$ cat src/sv/cft_ram.sv
// Generic single-port-write, single-port-read RAM with registered read data.
// No dependencies.
`timescale 1ns / 1ps
`default_nettype none

module cft_ram #(
   parameter int WIDTH = 8,
   parameter int DEPTH = 8
) (
   input  wire logic                     clock,
   input  wire logic                     wr_en,
   input  wire logic [$clog2(DEPTH)-1:0] wr_addr,
   input  wire logic [WIDTH-1:0]         wr_data,
   input  wire logic [$clog2(DEPTH)-1:0] rd_addr,
   output logic      [WIDTH-1:0]         rd_data
);

   logic [WIDTH-1:0] mem_ff [DEPTH];
   logic [WIDTH-1:0] rd_data_ff;

   always_ff @(posedge clock) begin
      if (wr_en) begin
         mem_ff[wr_addr] <= wr_data;
      end
      rd_data_ff <= mem_ff[rd_addr];
   end

   assign rd_data = rd_data_ff;

endmodule

`default_nettype wire

$ cat config.mk
export PLATFORM = sky130hd
export DESIGN_NAME = cft_ram
export DESIGN_NICKNAME = d
export VERILOG_FILES = /design/src/sv/cft_ram.sv
export SDC_FILE = /design/constraint.sdc
export NUM_CORES = 1
export LEC_CHECK = 0
export BUFFER_PORTS_ARGS = -buffer_cell sky130_fd_sc_hd__buf_2
export CAP_MARGIN = 25
export CORE_UTILIZATION = 50
export DETAILED_ROUTE_END_ITERATION = 16
export PLACE_DENSITY = 0.69
export SYNTH_ARGS = -nofsm -noshare
export SYNTH_HDL_FRONTEND = slang
export SYNTH_SLANG_ARGS = --single-unit
$ cat constraint.sdc
create_clock -name clock -period 1.58 [get_ports clock]
set_input_delay 0.158 -clock clock [delete_from_list [all_inputs] [get_ports clock]]
set_output_delay 0.158 -clock clock [all_outputs]
set_load 0.02 [all_outputs]
# == After elaboration in Yosys (flattened, before gate mapping) ==
# Memories as Yosys holds them, arrays and structs flattened. A register that Yosys moved wholly into a read port is not among the register bits.
# Cells that the tools add are included.
# totals
regBits,0
wordCells,3
in_bits,16
memories,1
out_inout_bits,8
ram_bits,64
# op_classes
muxes,2
# mem_list
memory,words,word_bits,rd,rd_clocked_by_memory_dff,write_ports,line_no,source
mem_ff,8,8,1,1,1,18,logic [WIDTH-1:0] mem_ff [DEPTH];
# ops
operator,n
two-way mux 1 bit,2

# == Logic depth before layout (Yosys ltp) ==
# Gate-level depths: netlist of the first run.
# logic_depth
word_depth,2
mapped_depth,4
ltp_nobuf,2

# == Worst setup path before layout of the first run ==
# No wires, ideal clock.
# synth_timing
path_type,input port to flip-flop
start,input port wr_addr[2]
end,"memory mem_ff[0][0], enable pin"
n_path_buf,0
setup_time_ps,383
stages,2
t_arrival_ps,935
t_required_ps,1197
setup_slack_ps,261
cell_sequence,nand2b_1 nor3_1
# synth_rtl
item,line_no,source
from (decl),12,"input wire logic [$clog2(DEPTH)-1:0] wr_addr,"
to (decl),18,
# No word-level cell before the write port.

==> impl_metrics.toml, run 1 <==
[power]
p_per_area_nw_per_um2 = 1218
leakage_nw = 1.112
vdd_ir_drop_max_uv = 1038

[floorplanning]
die_h_um = 75.37
fp.dieArea_um2 = 5680
start_util_pct = 52.36
io_pins = 24
coreArea_um2 = 5140
die_w_um = 75.37
rows = 26

[worst_setup_path]
start_kind = "flip-flop"
cp_data_required_time_ps = 1810
path_max_fanout = 1
worstSetupEndpointType = "flip-flop"
critPathArrivalTime_ps = 1470
worstRegToRegCells = 2
crit_type = "flip-flop to flip-flop"

[route]
drt-initial-drc-count = 36
wl_met2_um = 2278
dr_wl_met3_um = 131
m1WireLength_um = 1719
wire_per_inst_um = 18.39
wl_um = 4175
drt_pre_antenna_iters = 4
vias_per_cell = 5.264
drc_errors = 0
routed.top_layer = "met4"
ant_nets = 0
num_vias = 1195

[sta]
clock_skew_ps = 7.220
setup_viol = 0
setup_slack_ps = 334.7
min_period_over_period_pct = 78.82
layout_min_cycle_time_ps = 1245
hold_violations = 0
slew_headroom_pct = 75.76
worst_pin_slew_ps = 363.7
fmax_ghz = 0.8030
fin_tns_setup_ps = 0
drv_slew = 0
rsz0062_at_grt = "no"

[synth]
syn_inst = 114
ys_types = 14
synth_xor_area_share_pct = 0
synth-simple-area-share_pct = 2.185
synth-compound-area-share_pct = 0
synth_seq_cells = 72
synth_area_leaders = "edfxtp_1 (71%), mux4_1 (15%), dfxtp_1 (6.0%)"
synthDominantCellAreaShare_pct = 71.41
syn_nets = 130
yosysSeqAreaShare_pct = 77.36
synth-adder-area-share_pct = 0
muxShareOfSynthArea_pct = 18.83
synth_top_family_by_area = "multiplexers"
syn-mean-instance-area_um2 = 23.61
syn_area_um2 = 2691
yosys_warnings = 0
synth.largest_area_cell = "edfxtp_1"

[clock_network]
postCtsSetupRepairBufs = 0
hold_buffers = 0
clkLatencyLatePin_ps = 330
cts.sinks = 72
cts_buffers = 9
cts_root_buf = "clkbuf_8"
cts.clk_slew.worst_paths_ps = 70
cts-resized-gates = 0
cts_tree = "done"
h-tree-depth = 3
cts_max_path_buffers = 2

[global_route]
grtUsageTotal_pct = 16.99
grt_max_degree = 17
antenna_found_initial = 0
grt_overflow = 0
grt_pass1_wl_um = 6203
grt_pass1_vias = 1185

[final_layout]
area_delta_synth_final_pct = 16.27
diodes = 0
fin_util_pct = 60.88
finalNetCount = 168
n_fill_cell = 393
drive_above_1_share_pct = 35.03

[placed_design]
hpwl_um = 2613
port_buffers = 23
place_ws_ps = 195.6
gp_congestion = 0.6875

[flow_run]
drv_cap = 0

[min_path]
hold_path.class = "primary input to flip-flop"
hold_path_depth = 1

[outcome]
outcome = "completed"
## kinds of logic after synthesis
| group | Yosys count |
|---|---|
| buffers and inverters | 5 |
| flip-flops | 72 |
| multiplexers | 24 |
| AND/OR/NAND/NOR | 13 |
## cells in the final DEF (no fill, tap or decap), drive strengths merged
master	synthesis	routed
nand2b	3	3
clkbuf	1	13
bufinv	0	1
clkinv	0	2
nand2	2	2
dfxtp	8	8
mux4	16	16
nor3	2	2
edfxtp	64	64
buf	4	32
nor2	6	6
mux2	8	8
## Yosys cell counts
cell type,number
buf_1,1
buf_12,1
buf_2,1
buf_6,1
clkbuf_1,1
dfxtp_1,8
edfxtp_1,64
mux2_2,8
mux4_1,15
mux4_2,1
nand2_1,2
nand2b_1,3
nor2_1,6
nor3_1,2
## per-layer routing
metal / track usage, % / up-vias
li1: - / 554
met1: 19.70 / 612
met2: 28.87 / 25
met3: 5.556 / 4
met4: 8.025 / 0
met5: 0 / -
## worst max-delay path, cell delays in order, from the launching register on
cell and delay, ps:
edfxtp_1 380, mux4_1 490, mux2_2 270
## metrics by stage
step / instances / hold slack [ps] / cell area, um2 / power (mW)
5_1_grt: 227 / 93.53 / 3129 / 3.931
3_5_place_dp: 211 / 433.3 / 2930 / 2.439
2_1_floorplan: 114 / 256.9 / 2691 / 2.346
6_report: 227 / 95.92 / 3129 / 3.810
4_1_cts: 227 / 76.45 / 3129 / 3.855
3_3_place_gp: 211 / 407.3 / 2930 / 2.425
## state kept, by name (all words and copies together), names as in the netlist
name	cells
mem_ff	64
rd_data	8
## area by class of cell
class | count | area, um2 | area share (%)
Sequential cell | 72 | 2082 | 66.53
Multi-Input combinational cell | 37 | 565.5 | 18.07
Timing Repair Buffer | 32 | 195.2 | 6.238
Clock buffer | 13 | 158.9 | 5.078
Tap cell | 70 | 87.58 | 2.799
Clock inverter | 3 | 40.04 | 1.279
## worst paths after layout
check	from	slack, ps	endpoint
setup reg to reg	mem_ff[2][6]	330	rd_data[6]
setup / recovery	mem_ff[2][6]	330	rd_data[6]
hold / removal	wr_data[6]	100	mem_ff[1][6]
hold reg to reg	mem_ff[2][4]	670	rd_data[4]
## report_power, final
group / internal, mW / switching, mW
registers: 2.15 / 0.0156
clock network: 0.812 / 0.605
logic: 0.108 / 0.122
total: 3.07 / 0.742
(Power assumes the default switching activity.)
==> run 2: changes to the inputs <==
==> constraint.sdc (replaced) <==
create_clock -name clock -period 1.3 [get_ports clock]
set_input_delay 0.13 -clock clock [delete_from_list [all_inputs] [get_ports clock]]
set_output_delay 0.13 -clock clock [all_outputs]
set_load 0.02 [all_outputs]
==> impl_metrics.toml, run 2 (synthesis results as in run 1) <==
[global_route]
antenna_found_initial = 0
grtUsageTotal_pct = 17.24
grt_pass1_vias = 1183
grt_overflow = 0
grt_max_degree = 17
use_met2_pct = 29.56
grtUsageMet1_pct = 19.26
top_usage_layer = "met2"
grt_use_met3_pct = 5.952
grt_pass1_wl_um = 6203

[route]
drc_errors = 0
wl_um = 4325
drt-initial-drc-count = 36
vias_per_cell = 5.366
wire_per_inst_um = 19.05
ant_nets = 0
num_vias = 1218
drt_pre_antenna_iters = 4

[worst_setup_path]
path_cells = "mux4_1 > mux2_2"
cp_data_required_time_ps = 1530
cp_slowest_cell = "mux4_1"
cp_top_family = "multiplexers"
path_max_fanout = 1
critPathArrivalTime_ps = 1490
cpPeakStageDelay_ps = 510
worstSetupEndpointType = "flip-flop"
cp.buffers_inverters = 0
start_kind = "flip-flop"
crit_type = "flip-flop to flip-flop"

[power]
vdd_ir_drop_max_uv = 1260
p_per_area_nw_per_um2 = 1496
leakage_nw = 1.108

[final_layout]
n_fill_cell = 402
regMostFlops = "mem_ff"
drive_above_1_share_pct = 36.31
diodes = 0
finalNetCount = 168
final_cell_mix = "edfxtp_1 (64), buf_2 (23), mux4_1 (13)"
final_common_cell = "edfxtp_1"
area_delta_synth_final_pct = 16.32
largest_register_ffs = 64
fin_util_pct = 60.91

[sta]
drv_slew = 0
layout_min_cycle_time_ps = 1261
worst_pin_slew_ps = 373.5
setup_viol = 0
min_period_over_period_pct = 97.00
rsz0062_at_grt = "no"
fmax_ghz = 0.7930
slew_headroom_pct = 75.10
clock_skew_ps = 6.335
hold_violations = 0
fin_tns_setup_ps = 0

[floorplanning]
rows = 26
fp.dieArea_um2 = 5680
start_util_pct = 52.36
die_h_um = 75.37
coreArea_um2 = 5140
die_w_um = 75.37
io_pins = 24

[placed_design]
hpwl_um = 2668
gp_congestion = 0.6881
port_buffers = 23

[clock_network]
cts_max_path_buffers = 2
cts_buffers = 9
cts.clk_slew.worst_paths_ps = 70
h-tree-depth = 3
cts_tree = "done"
cts_root_buf = "clkbuf_8"
cts.sinks = 72
clkLatencyLatePin_ps = 330

[flow_run]
drv_cap = 0

[outcome]
outcome = "completed"

[min_path]
hold_path.class = "primary input to flip-flop"
## run 2: cell counts in the layout (fill, tap and decap cells not counted)
Identical to the previous run, type by type.
## run 2: power by group
group	total (mW)	switching, mW	leakage, nW	internal [mW]
combinational	0.281	0.149	0.352	0.132
sequential	2.63	0.0202	0.649	2.61
clock	1.77	0.736	0.107	1.03
total	4.68	0.905	1.11	3.78
## run 2: final timing paths
| check | from | to | slack, ps | cells past startpoint |
|---|---|---|---|---|
| hold / removal | wr_data[4] | mem_ff[5][4] | 60 | 1 |
| hold reg to reg | mem_ff[5][7] | rd_data[7] | 670 | 2 |
| setup / recovery | mem_ff[3][2] | rd_data[2] | 40 | 2 |
| setup reg to reg | mem_ff[3][2] | rd_data[2] | 40 | 2 |
## run 2: timing repair
action	4_1_cts	5_1_grt
setup buffers	0	0
hold buffers	0	0
resized for setup	0	2
endpoints found under the setup margin	0	2
## run 2: layout make-up
cell class	count	area [um2]	area share, %
clock buffers	13	168.9	5.396
clock inverters	3	38.79	1.239
multi-input cells	37	558.0	17.83
flip-flops and latches	72	2082	66.51
well taps	70	87.58	2.798
repair buffers	32	195.2	6.235
## run 2: through the flow
stage	setup slack, ps	area, um2	hold WS, ps	power (mW)	std cells
floorplan	9.464	2691	228.9	2.852	114
global placement	-34.10	2930	379.3	2.947	211
detailed placement	-57.02	2930	405.3	2.966	211
CTS	7.062	3138	47.68	4.738	227
global route	2.341	3131	58.97	4.821	227
finish	39.02	3131	64.38	4.683	227
## run 2: routing by layer
metal / routed length [um] / part of all wire, %
met5: 0 / 0
met1: 1801 / 42
met2: 2314 / 54
met4: 61 / 1.4
met3: 147 / 3.4
